[src/rtl/nbfs_pkg.sv]
package nbfs_pkg;

    // Longest frame, in bytes, before it is aborted as an overflow
    localparam int MAX_FRAME_LEN = 2048;
    // Byte counter width: holds MAX_FRAME_LEN itself
    localparam int CNT_W = $clog2(MAX_FRAME_LEN + 1);

    // Sync pairs and sentence markers
    localparam logic [7:0] SYNC_BIN_A  = 8'hAF;
    localparam logic [7:0] SYNC_BIN_B  = 8'h20;
    localparam logic [7:0] SYNC_NMEA_A = 8'h24;
    localparam logic [7:0] SYNC_NMEA_B = 8'h47;
    localparam logic [7:0] NMEA_STAR   = 8'h2A;
    localparam logic [7:0] PRINT_LO    = 8'd32;
    localparam logic [7:0] PRINT_HI    = 8'd126;

    // Binary frame: bytes beyond the declared payload length
    localparam logic [16:0] BIN_OVERHEAD = 17'd8;
    // Checksum bytes after the star of a sentence
    localparam logic [15:0] NMEA_TAIL = 16'd2;

    // Binary header positions
    localparam logic [CNT_W-1:0] POS_ID     = CNT_W'(3);
    localparam logic [CNT_W-1:0] POS_LEN_LO = CNT_W'(4);
    localparam logic [CNT_W-1:0] POS_LEN_HI = CNT_W'(5);

    // Position of the second sync byte and count after it
    localparam logic [10:0]      POS_START   = 11'd1;
    localparam logic [CNT_W-1:0] COUNT_START = CNT_W'(2);

    typedef enum logic [1:0] {
        PH_HUNT    = 2'd0,
        PH_HEADER  = 2'd1,
        PH_MESSAGE = 2'd2
    } phase_t;

    typedef enum logic [1:0] {
        KIND_NONE = 2'd0,
        KIND_NMEA = 2'd1,
        KIND_BIN  = 2'd2
    } kind_t;

    typedef enum logic [2:0] {
        EV_IDLE     = 3'd0,
        EV_START    = 3'd1,
        EV_BODY     = 3'd2,
        EV_DONE     = 3'd3,
        EV_BADCHAR  = 3'd4,
        EV_TOOBIG   = 3'd5,
        EV_OVERFLOW = 3'd6
    } event_t;

    typedef struct packed {
        logic [7:0]  data_byte;
        logic [10:0] frame_pos;
        kind_t       frame_kind;
        event_t      event_res;
        logic [7:0]  msg_id;
        logic [15:0] payload_len;
    } result_t;

endpackage

[src/rtl/nbfs_core.sv]
module nbfs_core (
    input  logic             clk,
    input  logic             rst_n,
    input  logic             step,
    input  logic [7:0]       rx_byte,
    output nbfs_pkg::result_t res
);

    nbfs_pkg::phase_t               phase_reg, phase_next;
    logic [7:0]                     prev_byte_reg, prev_byte_next;
    logic [nbfs_pkg::CNT_W-1:0]     byte_count_reg, byte_count_next;
    logic                           kind_is_nmea_reg, kind_is_nmea_next;
    logic [15:0]                    end_count_reg, end_count_next;
    logic [7:0]                     len_low_reg, len_low_next;
    logic [7:0]                     id_byte_reg, id_byte_next;

    logic [nbfs_pkg::CNT_W-1:0]     cnt_inc;
    logic [15:0]                    len_word;
    logic                           done;

    // Hold frame state; advance one byte per step
    always_ff @(posedge clk or negedge rst_n)
    begin
        if (!rst_n)
        begin
            phase_reg        <= nbfs_pkg::PH_HUNT;
            prev_byte_reg    <= '0;
            byte_count_reg   <= '0;
            kind_is_nmea_reg <= 1'b0;
            end_count_reg    <= '0;
            len_low_reg      <= '0;
            id_byte_reg      <= '0;
        end
        else if (step)
        begin
            phase_reg        <= phase_next;
            prev_byte_reg    <= prev_byte_next;
            byte_count_reg   <= byte_count_next;
            kind_is_nmea_reg <= kind_is_nmea_next;
            end_count_reg    <= end_count_next;
            len_low_reg      <= len_low_next;
            id_byte_reg      <= id_byte_next;
        end
    end

    assign cnt_inc  = byte_count_reg + nbfs_pkg::CNT_W'(1);
    assign len_word = {rx_byte, len_low_reg};

    // Next state and result for the current byte
    always_comb
    begin
        phase_next        = phase_reg;
        prev_byte_next    = prev_byte_reg;
        byte_count_next   = byte_count_reg;
        kind_is_nmea_next = kind_is_nmea_reg;
        end_count_next    = end_count_reg;
        len_low_next      = len_low_reg;
        id_byte_next      = id_byte_reg;
        done              = 1'b0;

        res.data_byte   = rx_byte;
        res.frame_pos   = '0;
        res.frame_kind  = nbfs_pkg::KIND_NONE;
        res.event_res   = nbfs_pkg::EV_IDLE;
        res.msg_id      = '0;
        res.payload_len = '0;

        case (phase_reg)
            nbfs_pkg::PH_HEADER:
            begin
                res.frame_pos   = 11'(byte_count_reg);
                res.frame_kind  = kind_is_nmea_reg ? nbfs_pkg::KIND_NMEA : nbfs_pkg::KIND_BIN;
                res.event_res   = nbfs_pkg::EV_BODY;
                byte_count_next = cnt_inc;
                if (kind_is_nmea_reg)
                begin
                    // Sentence header: printable bytes only, up to the star
                    if (!(rx_byte inside {[nbfs_pkg::PRINT_LO:nbfs_pkg::PRINT_HI]}))
                    begin
                        res.event_res = nbfs_pkg::EV_BADCHAR;
                        phase_next    = nbfs_pkg::PH_HUNT;
                    end
                    else if (cnt_inc >= nbfs_pkg::CNT_W'(nbfs_pkg::MAX_FRAME_LEN))
                    begin
                        res.event_res = nbfs_pkg::EV_OVERFLOW;
                        phase_next    = nbfs_pkg::PH_HUNT;
                    end
                    else if (rx_byte == nbfs_pkg::NMEA_STAR)
                    begin
                        end_count_next = 16'(cnt_inc) + nbfs_pkg::NMEA_TAIL;
                        phase_next     = nbfs_pkg::PH_MESSAGE;
                    end
                end
                else
                begin
                    // Binary header: capture id and length
                    if (byte_count_reg == nbfs_pkg::POS_ID)
                    begin
                        id_byte_next = rx_byte;
                    end
                    else if (byte_count_reg == nbfs_pkg::POS_LEN_LO)
                    begin
                        len_low_next = rx_byte;
                    end
                    else if (byte_count_reg == nbfs_pkg::POS_LEN_HI)
                    begin
                        end_count_next  = len_word;
                        res.payload_len = len_word;
                        if (len_word > 16'(nbfs_pkg::MAX_FRAME_LEN))
                        begin
                            res.event_res = nbfs_pkg::EV_TOOBIG;
                            phase_next    = nbfs_pkg::PH_HUNT;
                        end
                        else
                        begin
                            phase_next = nbfs_pkg::PH_MESSAGE;
                        end
                    end
                end
            end

            nbfs_pkg::PH_MESSAGE:
            begin
                res.frame_pos   = 11'(byte_count_reg);
                res.frame_kind  = kind_is_nmea_reg ? nbfs_pkg::KIND_NMEA : nbfs_pkg::KIND_BIN;
                res.event_res   = nbfs_pkg::EV_BODY;
                byte_count_next = cnt_inc;
                if (kind_is_nmea_reg)
                begin
                    done = (16'(cnt_inc) >= end_count_reg);
                end
                else
                begin
                    res.payload_len = end_count_reg;
                    done = (17'(cnt_inc) == ({1'b0, end_count_reg} + nbfs_pkg::BIN_OVERHEAD));
                end
                // Completion wins over overflow
                if (done)
                begin
                    res.event_res = nbfs_pkg::EV_DONE;
                    phase_next    = nbfs_pkg::PH_HUNT;
                    if (!kind_is_nmea_reg)
                    begin
                        res.msg_id = id_byte_reg;
                    end
                end
                else if (cnt_inc >= nbfs_pkg::CNT_W'(nbfs_pkg::MAX_FRAME_LEN))
                begin
                    res.event_res = nbfs_pkg::EV_OVERFLOW;
                    phase_next    = nbfs_pkg::PH_HUNT;
                end
            end

            default:
            begin
                // Hunt for a sync pair
                prev_byte_next = rx_byte;
                phase_next     = nbfs_pkg::PH_HUNT;
                if ((prev_byte_reg == nbfs_pkg::SYNC_BIN_A && rx_byte == nbfs_pkg::SYNC_BIN_B) ||
                    (prev_byte_reg == nbfs_pkg::SYNC_NMEA_A && rx_byte == nbfs_pkg::SYNC_NMEA_B))
                begin
                    kind_is_nmea_next = (prev_byte_reg == nbfs_pkg::SYNC_NMEA_A);
                    phase_next        = nbfs_pkg::PH_HEADER;
                    byte_count_next   = nbfs_pkg::COUNT_START;
                    res.frame_pos     = nbfs_pkg::POS_START;
                    res.frame_kind    = (prev_byte_reg == nbfs_pkg::SYNC_NMEA_A) ?
                                        nbfs_pkg::KIND_NMEA : nbfs_pkg::KIND_BIN;
                    res.event_res     = nbfs_pkg::EV_START;
                end
            end
        endcase
    end

endmodule

[src/rtl/nmea_binary_frame_sync.sv]
// Frame finder for a mixed byte stream of binary frames (sync 0xAF 0x20, little-endian
// payload length in bytes 4 and 5, frame of length+8 bytes) and NMEA sentences
// (sync '$' 'G', printable bytes up to '*', then two checksum bytes). Every accepted
// byte yields exactly one result carrying the byte, its position in the frame, the
// frame kind, an event code and, on a binary completion, the message id. The block
// takes one byte per clock while the output does not stall: a byte passes an input
// register, the combinational frame state logic and a result register. While a result
// waits on a stalled output, the input register takes at most one more byte and then
// stalls the input until the result is taken.
module nmea_binary_frame_sync (
    input  logic        clk,
    input  logic        rst_n,
    input  logic        in_valid,
    output logic        in_stall,
    input  logic [7:0]  rx_byte,
    output logic        out_valid,
    input  logic        out_stall,
    output logic [7:0]  data_byte,
    output logic [10:0] frame_pos,
    output logic [1:0]  frame_kind,
    output logic [2:0]  event_res,
    output logic [7:0]  msg_id,
    output logic [15:0] payload_len
);

    logic               in_valid_reg;
    logic [7:0]         in_byte_reg;
    logic               out_valid_reg;
    nbfs_pkg::result_t  res_reg;
    nbfs_pkg::result_t  res_comb;
    logic               out_busy;
    logic               fire;

    assign out_busy = out_valid_reg && out_stall;
    assign fire     = in_valid_reg && !out_busy;
    assign in_stall = in_valid_reg && out_busy;

    // Hold the input byte until the frame logic takes it
    always_ff @(posedge clk or negedge rst_n)
    begin
        if (!rst_n)
        begin
            in_valid_reg <= 1'b0;
        end
        else if (!in_stall)
        begin
            in_valid_reg <= in_valid;
        end
    end

    always_ff @(posedge clk)
    begin
        if (in_valid && !in_stall)
        begin
            in_byte_reg <= rx_byte;
        end
    end

    nbfs_core u_core (
        .clk     (clk),
        .rst_n   (rst_n),
        .step    (fire),
        .rx_byte (in_byte_reg),
        .res     (res_comb)
    );

    // Register the result; hold it while the output stalls
    always_ff @(posedge clk or negedge rst_n)
    begin
        if (!rst_n)
        begin
            out_valid_reg <= 1'b0;
        end
        else if (!out_busy)
        begin
            out_valid_reg <= in_valid_reg;
        end
    end

    always_ff @(posedge clk)
    begin
        if (fire)
        begin
            res_reg <= res_comb;
        end
    end

    assign out_valid   = out_valid_reg;
    assign data_byte   = res_reg.data_byte;
    assign frame_pos   = res_reg.frame_pos;
    assign frame_kind  = res_reg.frame_kind;
    assign event_res   = res_reg.event_res;
    assign msg_id      = res_reg.msg_id;
    assign payload_len = res_reg.payload_len;

`ifndef SYNTHESIS
    // A start always reports the second sync byte
    a_start_pos: assert property (@(posedge clk) disable iff (!rst_n)
        (out_valid && event_res == nbfs_pkg::EV_START) |-> (frame_pos == 11'd1))
        else $error("start result not at position one");

    // Idle results lie outside any frame
    a_idle_nokind: assert property (@(posedge clk) disable iff (!rst_n)
        (out_valid && event_res == nbfs_pkg::EV_IDLE) |->
        (frame_kind == nbfs_pkg::KIND_NONE && frame_pos == 11'd0))
        else $error("idle result carries a frame kind or position");

    // Message id only on a binary completion
    a_msg_id: assert property (@(posedge clk) disable iff (!rst_n)
        (out_valid && msg_id != 8'd0) |->
        (event_res == nbfs_pkg::EV_DONE && frame_kind == nbfs_pkg::KIND_BIN))
        else $error("message id outside a binary completion");

    // A taken result with nothing behind it leaves the output empty
    a_drain: assert property (@(posedge clk) disable iff (!rst_n)
        (out_valid && !out_stall && !in_valid_reg) |=> !out_valid)
        else $error("result repeated after it was taken");

    // A queued byte must reach the frame logic once the output frees
    a_advance: assert property (@(posedge clk) disable iff (!rst_n)
        (in_valid_reg && !(out_valid && out_stall)) |=> out_valid)
        else $error("queued byte did not produce a result");
`endif

endmodule
[config.mk]
export PLATFORM = sky130hd
export DESIGN_NAME = nmea_binary_frame_sync
export DESIGN_NICKNAME = d
export VERILOG_FILES = /design/src/rtl/nbfs_pkg.sv /design/src/rtl/nbfs_core.sv /design/src/rtl/nmea_binary_frame_sync.sv
export SDC_FILE = /design/constraint.sdc
export NUM_CORES = 1
export LEC_CHECK = 0
export BUFFER_PORTS_ARGS = -buffer_cell sky130_fd_sc_hd__buf_2
export CAP_MARGIN = 40
export CELL_PAD_IN_SITES_DETAIL_PLACEMENT = 0
export CELL_PAD_IN_SITES_GLOBAL_PLACEMENT = 1
export CORE_ASPECT_RATIO = 1.1
export CORE_UTILIZATION = 47
export DETAILED_ROUTE_END_ITERATION = 8
export GPL_ROUTABILITY_DRIVEN = 1
export PLACE_DENSITY = 0.76
export REMOVE_ABC_BUFFERS = 1
export SLEW_MARGIN = 30
export SYNTH_ARGS = -nofsm -noshare
export SYNTH_HDL_FRONTEND = slang
export SYNTH_SLANG_ARGS = --single-unit
[constraint.sdc]
create_clock -name clk -period 3.58 [get_ports clk]
set_input_delay 0.179 -clock clk [delete_from_list [all_inputs] [get_ports clk]]
set_output_delay 0.179 -clock clk [all_outputs]
set_load 0.01 [all_outputs]
==> metrics list, run 1 <==
- Sequential share of the synthesized area: 52.7%
- Largest stage delay on the critical path: 0.46 ns
- Across all layers, the routed design uses 4,437 vias.
* Pwr Density: 552 nW/um^2
- # rows: 42
- TritonCTS created 17 clock buffers.
- For this design, the sink count on the clock tree is 113.
- After legalization and detailed placement, the total HPWL measured 10,800 um.
- The number of hold violations in the final report came to 0.
* Number of distinct library cells after synthesis: 64
* Clock-pin slew of the registers on the worst-case setup and hold paths: 0.05 ns
- For this run, asynchronously set or reset flops after synthesis account for 50.4%.
* IO Port Bufs: 61
- Across the routed clock network, the largest skew measured is 0.0124 ns.
- Setup ws final: 0.259 ns
- Die footprint: 13,000 sq um
* Critical path capture point type: register
- The average instance in the mapped netlist occupies 11.4 sq um.
- The initial antenna violation count came to 0.
* Worst slew margin relative to its limit: 43.7%
* Vias in the first global route: 4,396
- Once layout is complete, the utilization of the core stands at 59.3%.
- Iteration count of the initial detailed-routing pass: 4
* Most instantiated flip-flop cell in the synthesis netlist: sky130_fd_sc_hd__dfrtp_1
* Number of enable flip-flop cells after synthesis: 56
- Highest clock rate: 301 MHz
* Root buffer cell: sky130_fd_sc_hd__clkbuf_16
* Footprint of the multi-input gates: 2570 sq um
- The routed design has 15,100 um of wire.
- Global Route met3 Usage: 4.60%
- Element type at the critical path start: register
- Wire per inst: 19.6 um
- In the global route stage, met1 resource usage came out at 34.2%.
* Total routing usage reported by global routing: 25.2%
- VDD IR-drop max: 0.280 mV
- The first global-routing pass estimated 24,100 um of wire.
- For this run, global-route usage on met2 was measured as 40.0%.
- The run finished with clean final reports.
- Leakage component of the power: 0.00312 uW
- The congestion estimate from routability-driven global placement came to 0.877.
- Vias per inst: 5.76
- The routed design could run at a clock period as short as 3.32 ns.
* Worst path required time: 3.72 ns
- The path class of the tightest hold or removal check is in -> reg.
* Starting density of the core: 48.6%
- In this run the most used layer during global routing was met2.
* Post-detailed-route DRC marker count: 0
* Synthesized flop and latch total: 113
* Total negative slack: 0 ns
- Vert. Die Dim: 119 um
- TritonCTS built the clock tree.
* Maximum number of pins on one net before global-route repair: 44
- Io pins: 62
* CORE AREA: 12,100 sq um
- Once placement completed, the tool counted placed cells totaling 728.
* Maximum clock path buffer count: 2
* Crit share post-route: 92.8%
- Setup Buffers After CTS: 0
- Summing all flip-flop and latch instances after layout gives 3110 sq um.
- At the later pin of the worst-skew pair, clock insertion delay measures 0.41 ns.
- Counting cells, the worst reg-to-reg path comes to 13.
- Die outline width: 109 um
* CTS HTree Levels: 4
- On the critical path, the stage with the largest delay is an instance of sky130_fd_sc_hd__dfrtp_2.
- Number of gates on the worst path with buffers counted: 13
- STA puts the critical path data arrival time at 3.46 ns.
- For the pin with the worst max-slew slack, the measured transition is 0.824 ns.
- The tool flagged a number of max-cap violations equal to 0.
- Once detail routing completed, the nets flagged for antenna violations numbered 0.
- The layout has 1,027 filler cells.
- CP cell instances: ha_1 > and3_4 > and3_4 > xnor2_1 > inv_1 > ha_1 > nand2_1 > a21oi_1 > a221o_1 > o21ai_1 > o21a_1 > buf_4 > o211ai_1
- After synthesis the cells add up to 5900 sq um.
* Number of non-filler instances in the completed layout: 770
- From synthesis to final layout, the design area changed by 22.1%.
- Setup repair after global routing left no endpoint under its margin.
- Together, buffers and inverters on the worst path number 2.
- Synthesis handed over a netlist of 517 instances.
* Antenna diode count: 0
- The final-report max-slew violation count is 0.
- Largest delay contributor family on the critical path: compound AO/OA/AOI/OAI gates
- Cells with a size suffix above 1 make up 26.0% of the layout.
* Post-Place Setup Slack: 0.00536 ns
- For this run, the number of Yosys warnings is 0.
- Of all nets on the critical path, the largest fanout is 10.
* Aggregate global routing overflow: 0
- Cells on Worst Hold Path: 3
- For this block, the initial DRC count from the detailed router was 219.
- Setup-failing EPs final: 0
- The worst setup path is of the reg -> reg kind.
- In the final design database the tool counted 634 nets.
[cell families after synthesis]
family,after synthesis,synth area share (%)
multiplexers,30,5.60
AND/OR/NAND/NOR,166,16.3
flip-flops,113,52.7
adder cells (fa/ha/maj),19,4.03
buffers and inverters,55,3.80
XOR/XNOR,27,4.94
AO/OA/AOI/OAI,107,12.6
[area by class of cell]
| type | instances | area share (%) |
|---|---|---|
| Clock buffer | 19 | 6.02 |
| Sequential cell | 113 | 43.2 |
| Multi-Input combinational cell | 349 | 35.8 |
| Tap cell | 154 | 2.68 |
| Inverter | 30 | 1.56 |
| Clock inverter | 13 | 2.94 |
| Timing Repair Buffer | 92 | 7.82 |
[cell usage after synthesis (all sizes together), types with 2 or more instances]
cell | instances | share of area, %
o211a | 2 | 0.34
or3 | 3 | 0.40
a2111oi | 2 | 0.40
nand3 | 16 | 1.4
nor3 | 17 | 1.8
a211oi | 5 | 0.64
and3b | 3 | 0.45
nand4 | 10 | 1.3
nor3b | 8 | 1.7
nand2b | 6 | 0.64
ha | 19 | 4.0
o22ai | 2 | 0.21
nor2 | 22 | 1.4
o21ai | 39 | 3.4
o21a | 6 | 0.76
nor2b | 2 | 0.21
xnor3 | 4 | 1.5
a21oi | 8 | 0.68
and3 | 7 | 0.91
nand2 | 45 | 2.9
edfxtp | 56 | 29
nor4bb | 2 | 0.34
dfrtp | 57 | 24
nor4 | 10 | 1.2
xor2 | 6 | 0.89
a22o | 21 | 3.1
mux2i | 6 | 1.0
mux2 | 24 | 4.6
and2 | 11 | 1.2
inv | 29 | 1.8
o2111ai | 3 | 0.55
xnor2 | 17 | 2.5
a31oi | 2 | 0.21
o31ai | 6 | 0.76
clkbuf | 15 | 0.95
o221ai | 2 | 0.30
buf | 10 | 0.93
[placed cells by master (no fill, tap or decap), types with 3 or more instances in the layout]
cell type,synthesis,final
sky130_fd_sc_hd__clkbuf_16,0,17
sky130_fd_sc_hd__nand2b_1,6,6
sky130_fd_sc_hd__xnor3_1,4,4
sky130_fd_sc_hd__bufinv_16,0,5
sky130_fd_sc_hd__a211oi_1,5,5
sky130_fd_sc_hd__edfxtp_1,56,56
sky130_fd_sc_hd__buf_4,0,21
sky130_fd_sc_hd__mux2i_1,6,6
sky130_fd_sc_hd__o31ai_1,6,6
sky130_fd_sc_hd__xor2_1,6,6
sky130_fd_sc_hd__clkinv_4,0,5
sky130_fd_sc_hd__nor3b_2,8,8
sky130_fd_sc_hd__and2_1,11,11
sky130_fd_sc_hd__xnor2_1,17,17
sky130_fd_sc_hd__o21ai_0,37,36
sky130_fd_sc_hd__nor2_1,21,21
sky130_fd_sc_hd__nor4_1,9,9
sky130_fd_sc_hd__ha_1,19,19
sky130_fd_sc_hd__o21a_1,6,6
sky130_fd_sc_hd__nand2_1,45,45
sky130_fd_sc_hd__and3b_1,3,3
sky130_fd_sc_hd__inv_1,29,28
sky130_fd_sc_hd__mux2_2,24,24
sky130_fd_sc_hd__and3_1,5,5
sky130_fd_sc_hd__dlygate4sd3_1,0,10
sky130_fd_sc_hd__buf_2,8,61
sky130_fd_sc_hd__nand3_1,16,15
sky130_fd_sc_hd__a22o_1,21,21
sky130_fd_sc_hd__dfrtp_1,57,56
sky130_fd_sc_hd__nor3_1,14,14
sky130_fd_sc_hd__a21oi_1,8,8
sky130_fd_sc_hd__nand4_1,8,8
[worst paths after layout]
kind | end | startpoint | slack (ns)
min in group asynchronous | u_core.end_count_reg[1] | rst_n | 0.34
hold reg to reg | u_core.prev_byte_reg[5] | u_core.prev_byte_reg[5] | 0.50
setup reg to reg | event_res[0] | u_core.byte_count_reg[0] | 0.26
hold / removal | out_valid | out_stall | 0.04
setup / recovery | event_res[0] | u_core.byte_count_reg[0] | 0.26
max in group asynchronous | u_core.id_byte_reg[4] | rst_n | 2.34
[report_power, final]
part / internal [uW] / leakage [uW] / switching, uW
combinational: 236 / 0.00150 / 294
sequential: 1490 / 0.00131 / 109
clock: 1240 / 0.000313 / 608
total: 2960 / 0.00312 / 1010
[layer usage]
layer  up-vias  part of all wire (%)
met5         -                     0
met4         0                   1.9
met3        14                   4.3
met2       129                    49
met1      2203                    45
li1       2091                     -
[worst min-delay path: cells and delay by family]
kind | cells | cell delay [ns]
buffers and inverters | 1 | 0.08
and+or+nand+nor | 2 | 0.14
[per-stage QoR]
step	total power (uW)	area [sq um]	hold WS (ns)
after global routing	4140	7200	0.0672
after floorplan	1900	5780	-0.117
final	3970	7200	0.0405
after detailed placement	2130	6440	0.240
after global placement	2110	6440	0.233
after CTS	4000	7180	0.0248
[timing repair]
action / 4_1_cts / 5_1_grt
gates resized for setup: 0 / 4
endpoints found under the hold margin: 32 / 0
endpoints found under the setup margin: 0 / 12
hold buffers: 10 / 0
Power figures use the tool's default switching activity.
==> inputs of run 2 (changes only) <==
Settings changed: PLACE_DENSITY 0.76 to 0.77, SYNTH_HIERARCHICAL from default to 1.
==> run 2 against run 1 <==
  * Non-clock buffer count decreased by 4
  * Core utilization shrank 1.3 points
  * Critical path depth down 4
  * Synthesized cell count grew 5.8%
  * Combinational power grew 55%
  * Wire length is 1.7% lower
  * Synthesized area increased by 0.21%
  * Via count shrank 1.3%
  * Highest routed layer unchanged
==> metrics list, run 2 <==
* Setup-failing EPs final: 0
- The clock passes through at most 2 buffers.
- Most numerous cell in the Yosys netlist: sky130_fd_sc_hd__dfrtp_1
* CORE AREA: 12,100 sq um
- Total routing usage reported by global routing: 24.6%
- Synth cell count leaders: 57 x sky130_fd_sc_hd__dfrtp_1, 56 x sky130_fd_sc_hd__edfxtp_1, 42 x sky130_fd_sc_hd__nor2_1, 41 x sky130_fd_sc_hd__nand2_1, 41 x sky130_fd_sc_hd__o21ai_0
- The worst pin sits at a relative slew slack of 52.1%.
- Largest delay contributor family on the critical path: simple AND/OR/NAND/NOR gates
- STA classifies the critical path endpoint as a register.
* Post-synth ARST share: 50.4%
* Worst path required time: 3.88 ns
* Clock-pin slew of the registers on the worst-case setup and hold paths: 0.06 ns
- Root buffer cell: sky130_fd_sc_hd__clkbuf_16
* Aggregate global routing overflow: 0
* First-pass GRT wire length: 23,600 um
* Setup ws final: 0.214 ns
- Clock period minus final worst setup slack: 3.37 ns
* Xor/xnor share of the synthesized area: 4.53%
- The worst-case IR drop observed on VDD is 0.275 mV.
- After synthesis, the largest area contributor takes up 28.5% of total cell area.
* Vias per inst: 5.57
- After synthesis, the netlist uses 59 different library cells.
- Pin slew with the least headroom to its limit: 0.718 ns
* Maximum number of pins on one net before global-route repair: 32
- The H-tree generated during clock tree synthesis spans 4 levels.
- IO Port Bufs: 61
- Pwr Density: 588 nW/um^2
- Once detail routing completed, the nets flagged for antenna violations numbered 0.
- Final total power: 4140 uW
- DRC marker count from the first detailed-route iteration: 180
* Final hold vios: 0
- Layout Area Growth over Synthesis: 19.2%
* Avg Synthesized Cell Area: 10.8 sq um
- CP Data Arrival Time: 3.66 ns
- Net count, final: 651
* Clk sink count: 113
- Most instantiated flip-flop cell in the synthesis netlist: sky130_fd_sc_hd__dfrtp_1
* Io pins: 62
- After synthesis, flip-flops and latches occupy 52.6% of the total area.
* Adder-cell area share of the yosys netlist: 4.02%
- Summed over all cells, the static leakage comes to 0.00284 uW.
- Leading cell type in the layout, fill and taps excluded: sky130_fd_sc_hd__buf_2
- The largest single stage delay on the critical path is 0.60 ns.
* Share of the synthesized area in compound gates (AO/OA/AOI/OAI): 10.6%
- The initial antenna violation count came to 0.
* Vias in the first global route: 4,325
- Synthesized flop and latch total: 113
- Finished layout cell area: 7040 sq um
- The placed instances occupy a cell area of 6390 sq um.
* Share of final-layout standard cells stronger than drive strength 1: 23.1%
- Most Frequent Cell on Critical Path: sky130_fd_sc_hd__xnor2_1
- The worst setup path is launched from a register.
- Setup repair after global routing left no endpoint under its margin.
- Clock latency on the worst-skew pair, taken at its later pin, is 0.41 ns.
* Highest clock rate: 297 MHz
- Summed over all instances, the cell type with the most area after synthesis is sky130_fd_sc_hd__edfxtp_1.
- Vias after detailed routing: 4,381
- Vert. Die Dim: 120 um
- Wires add up to 14,800 um.
* Post-detailed-route DRC marker count: 0
* Maximum net fanout on the critical path: 13
- Iteration count of the initial detailed-routing pass: 4
- Sorting the synthesized cells by area gives the leading types as sky130_fd_sc_hd__edfxtp_1 28%, sky130_fd_sc_hd__dfrtp_1 24%, sky130_fd_sc_hd__mux2_2 4.6%.
- Post-Place Setup Slack: 0.196 ns
- The floorplan has 42 rows.
- Wire per inst: 18.9 um
- The run finished with clean final reports.
- After synthesis, the largest family of logic cells by area is simple AND/OR/NAND/NOR gates.
* Crit path max-delay cell type: sky130_fd_sc_hd__dfrtp_1
- The initial utilization of the core area, before any placement, comes to 48.7%.
- Die outline width: 109 um
- Yosys printed 6 warnings.
- Counting the buffers created by CTS gives 17.
- The path class of the tightest hold or removal check is in -> reg.
- Traced cell by cell, the critical path runs through nand4_4 > nor4_4 > xnor2_1 > clkinv_1 > xnor2_1 > or3_1 > or4_4 > a41o_1 > a32o_1.
- Crit share post-route: 94.0%
- Final GP Congestion: 0.853
- By startpoint and endpoint, the worst setup path is classified as reg -> reg.
- Post-route clock skew: 0.0109 ns
- Antenna diode count: 0
- Cell area after synthesis: 5910 sq um
- The floorplan step defined a die boundary enclosing 13,000 sq um.
- Clock tree from TritonCTS: done
- Max-cap violation count: 0
- Top library cells by usage in the layout, fill and taps aside: 61 x sky130_fd_sc_hd__buf_2, 57 x sky130_fd_sc_hd__dfrtp_1, 56 x sky130_fd_sc_hd__edfxtp_1
- The synthesized netlist devotes 16.9% of its cell area to simple gates.
- Share of cell area taken by muxes after synthesis: 6.27%
- Number of cells produced by synthesis: 547
- HPWL after detailed placement: 10,500 um
* Number of enable flip-flop cells after synthesis: 56
* Setup Buffers After CTS: 0
- The number of buffers and inverters on the critical path is 1.
- Across all hold checks on the routed design, the worst slack comes to 0.0536 ns.
- Total count of max-transition violations in the final report: 0
-- run 2: cell count changes after synthesis, moves of 8 or more --
cell,before,now
sky130_fd_sc_hd__a22o_1,21,0
sky130_fd_sc_hd__a22oi_1,1,17
sky130_fd_sc_hd__buf_4,0,10
sky130_fd_sc_hd__nor2_1,21,42
sky130_fd_sc_hd__nor3b_2,8,0
sky130_fd_sc_hd__xnor2_1,17,26
-- run 2: path summary, 6_finish.rpt --
| kind | from | endpoint | slack [ns] | cells after the start |
|---|---|---|---|---|
| worst min register to register | u_core/id_byte_reg[0] | u_core/id_byte_reg[0] | 0.50 | 1 |
| worst max register to register | u_core/byte_count_reg[2] | u_core/phase_reg[1] | 0.21 | 9 |
| worst min-delay path | out_stall | out_valid | 0.05 | 2 |
| max in group asynchronous | rst_n | u_core/id_byte_reg[4] | 2.73 | 3 |
| min in group asynchronous | rst_n | u_core/end_count_reg[14] | 0.23 | 2 |
| worst max-delay path | u_core/byte_count_reg[2] | u_core/phase_reg[1] | 0.21 | 9 |
-- run 2: repair_timing --
item | in CTS | in global routing
hold endpoints to repair | 23 | 0
setup endpoints to repair | 0 | 3
gates resized for setup | 0 | 3
hold buffers | 10 | 0
-- run 2: layout make-up --
| cell class | instances | area (sq um) |
|---|---|---|
| Clock buffer | 17 | 425 |
| Clock inverter | 15 | 123 |
| Fill cell | 1027 | 5090 |
| Inverter | 35 | 131 |
| Multi-Input combinational cell | 365 | 2520 |
| Sequential cell | 113 | 3110 |
| Tap cell | 154 | 193 |
| Timing Repair Buffer | 88 | 546 |
-- run 2: worst reg2reg max path: stages, from the launching register on --
cell and delay (ns):
sky130_fd_sc_hd__dfrtp_1 0.60, sky130_fd_sc_hd__nand4_4 0.20, sky130_fd_sc_hd__nor4_4 0.29, sky130_fd_sc_hd__xnor2_1 0.27, sky130_fd_sc_hd__clkinv_1 0.27, sky130_fd_sc_hd__xnor2_1 0.19, sky130_fd_sc_hd__or3_1 0.36, sky130_fd_sc_hd__or4_4 0.55
sky130_fd_sc_hd__a41o_1 0.29, sky130_fd_sc_hd__a32o_1 0.22
-- run 2: cell families (layout without fill, tap and decap cells) --
group,count (synthesis),count (layout)
multiplexers,34,34
AND/OR/NAND/NOR,186,186
flip-flops,113,113
adder cells (fa/ha/maj),19,19
XOR/XNOR,29,29
buffers and inverters,69,155
AO/OA/AOI/OAI,97,97
-- run 2: where the power goes --
| group | leakage (uW) | switching [uW] | internal, uW | total [uW] |
|---|---|---|---|---|
| combinational | 0.00128 | 453 | 366 | 818 |
| clock | 0.000260 | 664 | 901 | 1560 |
| sequential | 0.00130 | 205 | 1550 | 1760 |
| total | 0.00284 | 1320 | 2820 | 4140 |
-- run 2: stage by stage --
step | util [%] | setup TNS, ns | cells
final | 58.0 | 0 | 787
after global routing | 58.0 | 0 | 787
after CTS | 58.0 | 0 | 787
after detailed placement | 52.6 | 0 | 745
after global placement | 52.5 | 0 | 744
after floorplan | - | -193.96 | 513
-- run 2: routing by layer --
| metal | global-route usage, % | up-vias | wire length, um |
|---|---|---|---|
| met4 | 8.70 | 0 | 245 |
| met1 | 33.6 | 2158 | 6760 |
| met3 | 3.80 | 12 | 535 |
| met2 | 39.4 | 103 | 7310 |
| li1 | - | 2108 | - |
| met5 | 0 | - | 0 |
==> inputs of run 3 (changes only) <==
Settings changed: ABC_AREA from default to 1, CORE_UTILIZATION 47 to 40, PLACE_DENSITY 0.77 to 0.7.
==> run 3 against run 2 <==
  * First-iteration DRC count rose to 2.6 times the previous value
  * Clock power increased by 17%
  * Sequential cell count unchanged
  * Core utilization fell by 8.9 points
  * Wire length rose by 20%
  * Critical endpoint is now u_core/phase_reg[0]
  * Total power shrank 16%
  * Via count rose by 19%
  * Register-to-register slack gained 0.56 ns
==> metrics list, run 3 <==
- Clock tree from TritonCTS: done
- Number of hold-repair buffers added at the cts stage: 10
- The clock arrives with 0.0101 ns of skew.
- The tool flagged a number of max-cap violations equal to 0.
- Before antenna repair, the detailed router went through 5 iterations.
- After detailed routing, the met2 layer carries 8760 um of wire.
* Root buffer cell: sky130_fd_sc_hd__clkbuf_16
- The die covers 16,100 sq um.
- VDD sags by at most 0.288 mV.
- Clock tree synthesis found a total of 113 sinks.
- The internal power of the cells totals 2660 uW.
* DRC marker count from the first detailed-route iteration: 469
- Number of distinct library cells after synthesis: 48
- Total power for the finished layout comes to 3470 uW.
* Total routing usage reported by global routing: 23.4%
* Synthesized flop and latch total: 113
- Antenna diode count: 0
* Pwr Density: 468 nW/um^2
* Switch Pwr: 807 uW
* Cell area after synthesis: 6230 sq um
- Finished layout cell area: 7420 sq um
- The worst setup path is captured at a register.
* Setup Buffers After CTS: 0
- At the end of routability-driven placement, the weighted congestion stood at 0.900.
- Crit share post-route: 78.4%
- Entering global routing, the biggest net connects 35 pins.
* Worst path required time: 3.89 ns
- Setup-failing EPs final: 0
* IO Port Bufs: 61
- The final route contains 5,216 vias.
- Of the synthesized area, sequential elements account for 49.9%.
* Combinational Power Share: 5.3%
- Clock period minus final worst setup slack: 2.81 ns
- CTS HTree Levels: 4
- The initial antenna violation count was 0.
- The HPWL after detailed placement is 13,200 um.
- M1 wire length: 7690 um
- The number of global-route vias before repair was 5,103.
- Switch share: 23.2%
* CORE AREA: 15,100 sq um
- Post-detailed-route DRC marker count: 0
* Top library cells by usage in the layout, fill and taps aside: 213 x sky130_fd_sc_hd__nand2_1, 75 x sky130_fd_sc_hd__inv_1, 67 x sky130_fd_sc_hd__nor2_1
- Counting flops with a built-in enable in the synthesized netlist gives 56.
- Most instantiated flip-flop cell in the synthesis netlist: sky130_fd_sc_hd__dfrtp_1
- Relative to the synthesized area, the layout overhead comes to 19.2%.
- In this run, flip-flops and latches consume 42.2% of the power.
- For this configuration, the core starts out at a cell density of 41.2%.
- At the end of the flow, the number of nets in the layout was 839.
* Post-synth top area cell: sky130_fd_sc_hd__edfxtp_1
* Final hold vios: 0
- No sink is reached through more buffers than the 2 on the longest clock path.
- The post-route netlist has 17.3% of its cells at a drive strength greater than 1.
- Setup Crit Path Kind: reg -> reg
* Clock-pin slew of the registers on the worst-case setup and hold paths: 0.06 ns
* Highest clock rate: 356 MHz
- Vias per inst: 5.13
- TritonCTS created 17 clock buffers.
- The analysis attributes to cell leakage a power of 0.00336 uW.
- The die is 121 um wide.
* Setup ws final: 0.773 ns
* PostCTS Resize Cnt: 0
- Setup repair after global routing left no endpoint under its margin.
- Total count of max-transition violations in the final report: 0
* First-pass GRT wire length: 27,900 um
* Worst hold-check path type: in -> reg
- For this run the aggregate overflow at the end of global routing stands at 0.
- Leaving out fill and tap cells, the most frequent cell in the layout is sky130_fd_sc_hd__nand2_1.
- Routed length on met3: 874 um
- STA classifies the critical path startpoint as a register.
- In the final routed layout, each cell accounts on average for 17.5 um.
* Io pins: 62
* Clock insertion delay at the later pin of the skew report: 0.42 ns
- In the post-synthesis netlist, the cell with the most instances is sky130_fd_sc_hd__nand2_1.
- Ranked by total cell area, the synthesized netlist is headed by sky130_fd_sc_hd__edfxtp_1 27%, sky130_fd_sc_hd__dfrtp_1 23%, sky130_fd_sc_hd__nand2_1 13%.
- Total detailed-routing wirelength: 17,800 um
* Yosys warns: 6
- Worst slew margin relative to its limit: 55.9%
- The placed instances occupy a cell area of 6690 sq um.
* Maximum net fanout on the critical path: 9
- Post-Place Setup Slack: 0.778 ns
- CP Data Arrival Time: 3.12 ns
- Status: completed
- The commonest cells after synthesis are 213 x sky130_fd_sc_hd__nand2_1, 75 x sky130_fd_sc_hd__inv_1, 67 x sky130_fd_sc_hd__nor2_1, 57 x sky130_fd_sc_hd__dfrtp_1, 56 x sky130_fd_sc_hd__edfxtp_1.
- Vert. Die Dim: 133 um
- Number of filler cells placed in the layout: 1,444
* # rows: 47
- Number of nets still failing antenna checks after routing: 0
- The average instance in the mapped netlist occupies 8.44 sq um.
- Number of cells produced by synthesis: 738
* Pin slew with the least headroom to its limit: 0.661 ns
- Summed over all failing endpoints, the final setup total negative slack is 0 ns.
- Clk pwr share: 52.4%
* Topmost layer with routed signal wires: met4
- Area share of the largest cell type after synthesis: 27.0%
* Post-synth ARST share: 50.4%
[run 3: cell types whose count changed after synthesis, moves of 9 or more]
cell,delta
sky130_fd_sc_hd__nor4_1,-10
sky130_fd_sc_hd__inv_1,+42
sky130_fd_sc_hd__o22ai_1,+10
sky130_fd_sc_hd__a21oi_1,+26
sky130_fd_sc_hd__xnor2_1,-25
sky130_fd_sc_hd__and2_1,-15
sky130_fd_sc_hd__nor2_1,+25
sky130_fd_sc_hd__nand2_1,+172
sky130_fd_sc_hd__nand3_1,+35
sky130_fd_sc_hd__nand2b_1,-9
sky130_fd_sc_hd__a22oi_1,-15
sky130_fd_sc_hd__mux2_2,-24
[run 3: critical path, cell delays in order, from the launching register on]
cell and delay, ns:
sky130_fd_sc_hd__dfrtp_1 0.52, sky130_fd_sc_hd__ha_1 0.28, sky130_fd_sc_hd__nand2_2 0.11, sky130_fd_sc_hd__nor2_4 0.21
sky130_fd_sc_hd__nand4_1 0.15, sky130_fd_sc_hd__nand2_1 0.14, sky130_fd_sc_hd__inv_1 0.09, sky130_fd_sc_hd__ha_1 0.28
sky130_fd_sc_hd__nand2_1 0.05, sky130_fd_sc_hd__inv_1 0.08, sky130_fd_sc_hd__nand3_1 0.07, sky130_fd_sc_hd__nor2_1 0.13
sky130_fd_sc_hd__nand3_1 0.09, sky130_fd_sc_hd__nand3_1 0.09, sky130_fd_sc_hd__nand2_1 0.07, sky130_fd_sc_hd__nand3_1 0.13
sky130_fd_sc_hd__nand2_1 0.09, sky130_fd_sc_hd__nand2_1 0.07, sky130_fd_sc_hd__nand2_1 0.05
[run 3: area by class of cell]
class / count / area [sq um] / area share [%]
multi-input cells: 512 / 2630 / 35.4
flip-flops and latches: 113 / 3110 / 41.9
inverters: 82 / 310 / 4.18
clock inverters: 15 / 208 / 2.80
well taps: 196 / 245 / 3.31
clock buffers: 17 / 425 / 5.73
repair buffers: 82 / 495 / 6.68
[run 3: power groups by stage]
| stage | sequential (uW) | combinational (uW) | clock, uW |
|---|---|---|---|
| final | 1470 | 185 | 1820 |
| after global placement | 1490 | 176 | 0 |
| after floorplan | 1500 | 72.5 | 0 |
| after global routing | 1470 | 206 | 1900 |
| after detailed placement | 1490 | 179 | 0 |
| after CTS | 1470 | 188 | 1850 |
[run 3: path summary, 6_finish.rpt]
path | cells past startpoint | slack, ns | end | from
min reg2reg | 2 | 0.49 | u_core/prev_byte_reg[4] | u_core/prev_byte_reg[4]
min | 3 | 0.04 | out_valid | out_stall
min in group asynchronous | 2 | 0.30 | u_core/id_byte_reg[2] | rst_n
max reg2reg | 18 | 0.77 | u_core/phase_reg[0] | u_core/byte_count_reg[0]
max in group asynchronous | 3 | 2.40 | u_core/byte_count_reg[10] | rst_n
max | 18 | 0.77 | u_core/phase_reg[0] | u_core/byte_count_reg[0]
[run 3: routing by layer]
layer | vias up | global-route usage, %
li1 | 2576 | -
met1 | 2456 | 29.8
met2 | 155 | 38.5
met3 | 29 | 4.70
met4 | 0 | 9.88
met5 | - | 0
[run 3: kinds of logic after synthesis]
kind of cell	synth area share (%)
fa+ha+maj	3.82
mux	0.643
buf+inv	8.08
xor+xnor	0.985
simple gates	27.0
flops	49.9
compound gates	9.51
[run 3: per-stage QoR]
step	std cells	hold WS [ns]	util [%]
final	1017	0.0372	49.1
after global routing	1017	0.0293	49.1
after CTS	1017	0.0223	49.1
after detailed placement	975	0.223	44.2
after global placement	973	0.229	44.1
after floorplan	707	-0.117	-
